$ cat config.mk
export PLATFORM = sky130hd
export DESIGN_NAME = crrt_alu
export DESIGN_NICKNAME = d
export VERILOG_FILES = /design/src/rtl/crrt_pkg.sv /design/src/rtl/crrt_alu.sv
export SDC_FILE = /design/constraint.sdc
export NUM_CORES = 1
export LEC_CHECK = 0
export ABC_AREA = 1
export BUFFER_PORTS_ARGS = -buffer_cell sky130_fd_sc_hd__buf_2
export CAP_MARGIN = 20
export CORE_MARGIN = 1
export CORE_UTILIZATION = 47
export DETAILED_ROUTE_END_ITERATION = 12
export PLACE_DENSITY = 0.77
export RECOVER_POWER = 25
export SETUP_SLACK_MARGIN = 0.2
export SLEW_MARGIN = 20
export SYNTH_ARGS = -nofsm -noshare
export SYNTH_HDL_FRONTEND = slang
export SYNTH_SLANG_ARGS = --single-unit
$ cat constraint.sdc
create_clock -name vclk -period 2
set_clock_uncertainty 0.15 [all_clocks]
set_input_delay 0.1 -clock vclk [all_inputs]
set_output_delay 0.1 -clock vclk [all_outputs]
set_load 0.005 [all_outputs]
$ cat src/rtl/crrt_pkg.sv
// shared types, codes and sizes for the clock rate residency table
package crrt_pkg;

   localparam int RATE_W   = 31;
   localparam int TIME_W   = 64;
   localparam int PREV_W   = 32;
   localparam int INDEX_W  = 6;
   localparam int CNT_W    = 7;
   localparam int MODE_W   = 2;

   localparam int DEFAULT_TABLE_DEPTH = 64;

   localparam logic [MODE_W-1:0] MODE_LOAD   = 2'd0;
   localparam logic [MODE_W-1:0] MODE_RATE   = 2'd1;
   localparam logic [MODE_W-1:0] MODE_READ   = 2'd2;
   localparam logic [MODE_W-1:0] MODE_UNUSED = 2'd3;

   localparam logic [PREV_W-1:0] PREV_RATE_RESET = {PREV_W{1'b1}};

   localparam logic ALU_ADD = 1'b0;
   localparam logic ALU_SUB = 1'b1;

   typedef struct packed {
      logic [MODE_W-1:0]  mode;
      logic [INDEX_W-1:0] entry_index;
      logic [RATE_W-1:0]  rate_value;
      logic [TIME_W-1:0]  now;
   } req_type;

   typedef struct packed {
      logic [RATE_W-1:0] read_rate;
      logic [TIME_W-1:0] read_time;
      logic              old_rate_matched;
      logic              status;
   } rsp_type;

endpackage

$ cat src/rtl/crrt_alu.sv
// shared 64-bit add/subtract unit with rate equality compare
module crrt_alu (
   input  logic                          op,
   input  logic [crrt_pkg::TIME_W-1:0]   a,
   input  logic [crrt_pkg::TIME_W-1:0]   b,
   input  logic [crrt_pkg::PREV_W-1:0]   cmp_a,
   input  logic [crrt_pkg::PREV_W-1:0]   cmp_b,
   output logic [crrt_pkg::TIME_W-1:0]   result,
   output logic                          equal
);
   import crrt_pkg::*;

   logic [TIME_W-1:0] b_op;

   always_comb begin
      case (op)
         ALU_ADD: b_op = b;
         ALU_SUB: b_op = ~b;
         default: b_op = b;
      endcase
   end

   assign result = a + b_op + {{(TIME_W-1){1'b0}}, op};
   assign equal  = (cmp_a == cmp_b);

endmodule

==> results of run 1 <==
layer usage:
metal,GRT overflow,global-route usage
met5,0,0.368
met4,3,0.710
met3,0,0.508
met2,8,0.911
met1,1,0.699
synth_stat cells, drive strengths merged (5+ instances only):
cell,n
a21oi,83
nand4,7
nor2,125
buf,7
o21bai,10
inv,226
nand3,53
ha,68
nor3,13
o21a,5
nand2,466
xnor2,23
and2,5
xor2,97
o21ai,37
logic make-up after synthesis:
kind of cell	synth area share
buffers and inverters	0.140
xor gates and xnor gates	0.164
and+or+nand+nor	0.441
adders and majority gates	0.136
AOI/OAI and AO/OA	0.119
through the flow:
stage,area [um^2],TNS (ns),worst slack [ns],cells
after global placement,8930,-20.31,-0.504,1780
after floorplan,6630,-0.0361,-0.0139,1242
after CTS,10100,-15.46,-0.371,1823
after detailed placement,8930,-21.89,-0.534,1780
repair_timing:
item,4_1_cts
gates cloned,5
resized for setup,216
setup endpoints to repair,61
endpoints found under the hold margin,0
pin swaps,89
setup buffers,38
==> flow_results.org, run 1 <==
** Synth
- Mapped Cells :: 1,242
- Fraction of the yosys area taken by sequential cells :: 0
- The Yosys step of the flow raised 0 warnings.
- Each instance of the synthesized netlist takes up on average 5.15 um^2.
- In the post-synthesis netlist, the biggest area contributors are nand2_1 27%, ha_1 13%, xor2_1 13%.
- The share of synthesized area in the top cell type comes to 0.265.
- The number of nets in the synthesized netlist is 1,504.
- Number of different library cells in the post-synthesis netlist :: 36
- The cell area that synthesis handed to floorplanning was 6390 um^2.
- The biggest area contributor in the post-synthesis netlist is nand2_1.

** Status
- The first error in the log reads "[ERROR GRT-0232] Routing congestion too high. Check the congestion heatmap in the GUI".
- The run stopped with a tool error.
- Stage where the flow stopped :: global routing (5_1_grt)

** GRT
- Entering global routing, the biggest net connects 13 pins.
- For this run the aggregate overflow at the end of global routing stands at 12.
- Total global-route track usage :: 0.710

** Placement
- Routability cong. :: 1.02
- Input and output buffers added on the ports amount to 258.
- After legalization and detailed placement, the total HPWL measured about 22,000 um.

** Floorplan
- The floorplan step set the die width to 119 um.
- Top-Level Pins :: 258
- For this configuration, the core starts out at a cell density of 0.483.
- Site Rows :: 42
- From bottom edge to top edge, the die measures between 100 and 150 um.

** CTS
- Post-CTS Hold Fix Bufs :: 0

** Timing
- After the last repair the worst path ends at an output port.
- Pin ending the worst setup path after global-route repair :: result[58]
==> run 2, diff against run 1 <==
CORE_UTILIZATION = 40   (was 47)
PLACE_DENSITY = unset   (was 0.77)
PLACE_DENSITY_LB_ADDON = 0.15   (was unset)
SETUP_SLACK_MARGIN = unset   (was 0.2)
clock period = 2.6 ns   (was 2 ns; I/O delays follow)
==> run 2 against run 1 <==
  * The flow now finishes without violations
  * Synthesized cell count is the same
  * Synthesized area is the same
==> flow_results.org, run 2 <==
** Timing
- Derived from the worst setup path, the maximum achievable clock frequency is 396 MHz.
- Of the available clock period, the critical path in the final layout requires 0.970.
- RSZ-0062 raised after global routing :: true
- Worst Setup Slack, final :: 0.0774 ns
- Crit path time final :: 2.52 ns
- The total count of hold-check failures in the final report is 0.
- Setup violations, final :: 0
- For the pin with the worst max-slew slack, the measured transition is 0.377 ns.
- In this run the tightest slew margin relative to its limit is 0.746.
- The final count of pins violating max slew was 0.

** Critical path
- STA classifies the critical path endpoint as a primary output.
- For the worst setup path, the data required time is around 2.3 ns.
- The critical path in this run is classified as input pin to primary output.
- Along the worst path, the maximum fanout reaches 9.
- In this run the worst setup path begins at op.
- Category of the worst setup path launch point :: input pin
- Data on the critical path arrives at its endpoint at 2.24 ns.

** Synth
- Counting distinct cell types in the post-synthesis netlist gives 36.
- Total standard cell area after synthesis :: 6390 um^2
- Area fraction in and, or, nand and nor cells after synthesis :: 0.441
- Syn_area_per_cell :: 5.15 um^2
- Synth area leaders :: nand2_1 27%, ha_1 13%, xor2_1 13%
- Share of the synthesized area in compound gates (AO/OA/AOI/OAI) :: 0.119
- By area, the combinational part of the netlist is dominated by simple AND/OR/NAND/NOR gates.
- Area share of the leading cell type in the synthesized netlist :: 0.265
- Mapped Cells :: 1,242
- Total of warnings raised by yosys :: 0
- Of the total synthesized cell area, the portion taken by XOR and XNOR cells is 0.164.
- Of the total synthesized cell area, the portion taken by full adders, half adders and majority gates is 0.136.
- Fraction of the yosys area taken by sequential cells :: 0
- By instance count, the leading cell after synthesis is nand2_1.
- Most common library cells after synthesis :: 452 x nand2_1, 216 x inv_1, 107 x nor2_1, 97 x xor2_1, 82 x a21oi_1
- Synthesized netlist net count :: 1,504
- After synthesis, the share of cell area in mux cells is 0.
- Cell taking the most area after synthesis :: nand2_1

** Floorplan
- In this run the horizontal extent of the chip is 128 um.
- roughly 260 I/O pins were placed.
- Die Height :: 128 um
- The floorplan step defined a core boundary enclosing 15,400 um^2.
- The die covers 16,500 um^2.
- After floorplanning, the core was divided into 45 placement rows.
- Initial cell density of the core :: 0.416

** Final layout
- Storage element area :: 0 um^2
- Relative to the synthesized area, the layout overhead comes to 43.8%.
- Final #Nets :: ~1,800
- Commonest cells after routing, fill and taps aside :: 419 x nand2_1, 256 x buf_2, 211 x inv_1
- 0 antenna diodes ended up in the layout.
- FFs & Latches :: 0
- Counting the fill cells in the layout gives 1,687.
- Once layout is done, the placed cells without fillers occupy 9190 um^2.
- In the final layout, the share of cells above drive strength 1 is 0.329.
- The library cell used most frequently in the layout, excluding fill and tap cells, is nand2_1.
- After layout, the clock buffer instance count stands at 0.

** Min path
- Min-Delay Startpoint :: a[0]
- Class of the tightest hold or removal check :: input pin to primary output

** Routing
- The final route contains 8,692 vias.
- Ratio of routed vias to standard cells :: roughly 4.8
- Initial drt markers :: 560
- After detailed routing, the average wire length per cell comes to around 14 um.
- Final routed wirelength across all metal layers :: 25,300 um
- For this run, the detailed router's first-pass iteration total came to 5.
- The count of nets left with antenna violations once routing finished came out at 0.
- After detailed routing, the number of remaining DRC violations is 0.

** GRT
- The first global-routing pass estimated 37,200 um of wire.
- After global routing the overflow that remains totals 0.
- The number of antenna violations at the first check in global routing is 0.
- Entering global routing, the biggest net connects 26 pins.
- The global routing stage identified its most utilized layer as met2.
- Fraction of met2 tracks used by global routing :: 0.480
- Across every metal layer, demand over resource in global routing totals 0.285.
- Number of global-route vias before repair :: 7,782
- For met3 alone, demand over resource in global routing was 0.00541.
- Met1 demand-to-capacity share in global routing :: 0.407

** Placement
- Area of placed instances :: 8530 um^2
- Routability cong. :: 1.02
- Detailed placement ended at an HPWL of between 20,000 and 25,000 um.
- Input and output buffers added on the ports amount to between 200 and 300.
- Post-placement worst setup slack :: -0.0308 ns

** Power and ir drop
- Worst vdd ir :: 0.149 mV
- The analysis attributes to cell leakage a power of 5.38 nW.
- Pwr per Cell Area :: 331 nW/um^2

** Status
- The flow ran to the end, and the final reports show no timing, DRC or antenna violations.

** CTS
- Hold repair after CTS inserted 0 buffers.

** Flow run
- Across the run, the number of max-cap violations was 0.
==> run 2: routing by layer <==
metal / up-vias / wire length (um)
li1: 4497 / -
met1: 3891 / 11800
met2: 274 / 11500
met3: 30 / 1450
met4: 0 / 573
met5: - / 0
==> run 2: critical path: stages <==
cell	delay, ns
buf_12	0.14
clkbuf_16	0.19
xor2_1	0.17
ha_1	0.36
nand2_2	0.12
nor2_2	0.17
nand2_1	0.10
inv_1	0.08
nand3_1	0.09
nand3b_1	0.19
buf_4	0.15
xor2_1	0.19
buf_2	0.15
==> run 2: area by class of cell <==
cell class / instances / area, um^2 / area share
Inverter: 228 / 856 / 0.0931
Tap cell: 211 / 264 / 0.0287
Multi-Input combinational cell: 1007 / 5980 / 0.651
Timing Repair Buffer: 350 / 2090 / 0.227
==> run 2: kinds of logic (layout without fill, tap and decap cells) <==
group / Yosys count / in the layout
and+or+nand+nor: 678 / 678
buffers and inverters: 235 / 578
AOI/OAI and AO/OA: 140 / 140
xor gates and xnor gates: 120 / 120
adders and majority gates: 69 / 69
==> run 2: power breakdown <==
| part | internal (mW) | switching [mW] | leakage (nW) | total (mW) |
|---|---|---|---|---|
| Clock | 0 | 0 | 0 | 0 |
| Sequential | 0 | 0 | 0 | 0 |
| Combinational | 1.29 | 1.76 | 5.38 | 3.04 |
| Total | 1.29 | 1.76 | 5.38 | 3.04 |
==> run 2: worst paths after layout <==
kind,slack (ns),to,depth (start not counted)
hold / removal,0.38,result[0],3
setup / recovery,0.08,result[21],13
==> run 2: through the flow <==
step	hold slack, ns	TNS, ns	utilization	cells	power (mW)
after detailed placement	0.391	-0.0766	0.555	1781	2.75
after CTS	0.393	0	0.556	1781	2.77
after global routing	0.380	-0.411	0.598	1796	3.35
after global placement	0.379	-0.244	0.555	1781	2.75
after floorplan	0.161	0	-	1242	1.58
final	0.377	0	0.598	1796	3.04
==> run 2: repair_timing <==
item | 4_1_cts | 5_1_grt
gates resized for setup | 7 | 141
setup endpoints to repair | 6 | 44
setup buffers | 0 | 12
pin swaps | 0 | 33
gates cloned | 0 | 3
Note: power is estimated with default switching activity, not from simulation.
==> run 3, diff against run 2 <==
CORE_UTILIZATION = 52   (was 40)
==> run 3 against run 2 <==
  * Maximum frequency decreased by 2.2%
  * Worst setup slack got worse by 0.058 ns
  * Final cell count decreased by 4.2%
  * First-iteration DRC count increased by 33%
  * Die area decreased by 23%
  * Via count increased by 3.3%
  * Sequential share of layout area unchanged
  * Critical path depth increased by 1
  * Non-clock buffer count decreased by 11
  * Power increased by 0.46%
  * Combinational power about the same
  * Worst hold slack improved by 0.00051 ns
==> flow_results.org, run 3 (synthesis gave the netlist of run 2 again) <==
** Status
- Run status :: finished clean

** Flow run
- Max-Cap Viols :: 0

** Placement
- Post-placement worst setup slack :: -0.130 ns
- Area of placed instances :: 8270 um^2
- DP HPWL :: approximately 21,000 um
- Including well taps, the total number of placed cells is 1,695.
- At the end of routability-driven placement, the weighted congestion stood at between 1 and 1.5.
- Input/output buffers :: around 260

** Final layout
- The layout has 1,027 filler cells.
- Commonest cells after routing, fill and taps aside :: 416 x nand2_1, 256 x buf_2, 214 x inv_1
- Post-route cell area :: approximately 9000 um^2
- After the last flow step, the layout net total stands at 1,838.
- Final-layout clock buffer total :: 0
- Summing all flip-flop and latch instances after layout gives 0 um^2.
- Final antenna diode count :: 0
- FFs & Latches :: 0
- Leaving out fill and tap cells, the most frequent cell in the layout is nand2_1.
- The finished layout holds 1,721 standard cells, fillers aside.
- Synth-to-layout area growth :: 41.5%
- Fraction of layout instances using a drive strength above 1 :: 0.336
- Final core utilization :: 0.753

** Timing
- Worst Setup Slack, final :: 0.0194 ns
- The total count of hold-check failures in the final report came to 0.
- Worst slew slack as a fraction of its limit :: 0.532
- Slew at the pin closest to its max-slew limit :: 0.696 ns
- Period utilization :: 0.993
- Setup violations remaining at the end of the flow were counted as 0.
- The final count of pins violating max slew is 0.
- Hold timing on the final database bottoms out at a slack of 0.377 ns.
- Based on the critical path, the design can be clocked at up to 388 MHz.
- Adding up every negative setup slack in the final design gives 0 ns.
- Subtracting the final worst setup slack from the clock period gives 2.58 ns.
- RSZ-0062 raised after global routing :: true

** GRT
- Initial antenna violation count :: 0
- Across every metal layer, demand over resource in global routing totals 0.357.
- After global routing the overflow that remains totals 0.
- First-pass GRT wire length :: 36,600 um
- Number of global-route vias before repair :: 7,957
- Entering global routing, the biggest net connects 26 pins.

** Power and ir drop
- Dividing total power by cell area gives a power density of roughly 340 nW/um^2.
- Post-layout power :: 3.06 mW
- Across the VDD grid, the largest voltage drop is around 0.24 mV.
- Leak :: 5.29 nW

** Routing
- The pre-antenna-repair detailed-routing pass consisted of 7 iterations.
- After detailed routing, the average wire length per cell comes to 14.4 um.
- In the routed layout, each cell is associated on average with a via count of around 5.2.
- The detail route stage leaves a number of antenna-violating nets equal to 0.
- The routed design has 24,800 um of wire.
- After detailed routing, the number of remaining DRC violations is 0.
- For this block, the initial DRC count from the detailed router was between 700 and 800.
- Via count :: 8,980

** Floorplan
- For this configuration, the core starts out at a cell density of 0.532.
- Site Rows :: 40
- Die Span X :: 113 um
- Top-Level Pins :: around 260
- The die covers 12,700 um^2.
- In this run the standard cell core region covers 12,000 um^2.
- The floorplan step set the die height to between 100 and 150 um.

** Critical path
- Crit path DAT :: 2.30 ns
- Critical Path Fanout Max :: 10
- The worst setup path is captured at a primary output.
- Worst Path Required :: about 2.3 ns
- The worst setup path is launched from an input pin.
- Critical setup path kind :: input pin to primary output

** CTS
- Post-CTS Hold Fix Bufs :: 0

** Min path
- The min-delay analysis places its worst path in the category input pin to primary output.
[run 3: cell count changes in the layout (fill, tap and decap cells not counted), moves of 3 or more]
cell / previous run / this run
nor2_2: 36 / 42
a21oi_1: 62 / 51
nor2_1: 78 / 72
buf_6: 1 / 4
nand2_1: 419 / 416
buf_4: 85 / 73
clkbuf_16: 3 / 0
a21oi_2: 20 / 31
nand2_2: 46 / 49
inv_1: 211 / 214
[run 3: layout make-up]
class / instances / area [um^2] / share of cell area
inverter: 228 / 856 / 0.0947
multi-input combinational: 1007 / 6010 / 0.665
tap: 147 / 184 / 0.0203
timing repair buffer: 339 / 1990 / 0.220
[run 3: repair_timing]
action                                  CTS  global route
gates cloned                              1             0
resized for setup                        12           158
endpoints found under the setup margin   18            46
pin swaps                                 4            51
setup buffers                             4            21
[run 3: power breakdown]
group	internal (mW)	switching [mW]	leakage, nW
clock	0	0	0
combinational	1.27	1.79	5.29
sequential	0	0	0
total	1.27	1.79	5.29
[run 3: final timing paths]
| check | to | start | depth (start not counted) | slack, ns |
|---|---|---|---|---|
| max | result[54] | op | 14 | 0.02 |
| min | result[0] | a[0] | 3 | 0.38 |
[run 3: worst max-delay path: stages]
cell and delay (ns):
buf_12 0.14, buf_12 0.16, xor2_1 0.17, ha_1 0.39, nand2_2 0.11, nor2_2 0.13
nand2_1 0.09, inv_2 0.11, nand4_1 0.19, nand3b_1 0.29, nand2_1 0.12, nand3_1 0.09
nand2_1 0.05, buf_2 0.12
[run 3: per-layer routing]
layer,up-vias,part of all wire,wire (um),GRT usage
li1,4477,-,-,-
met1,4062,0.43,10600,0.479
met2,404,0.47,11600,0.627
met3,37,0.083,2070,0.0380
met4,0,0.020,493,0.0553
met5,-,0,0,0
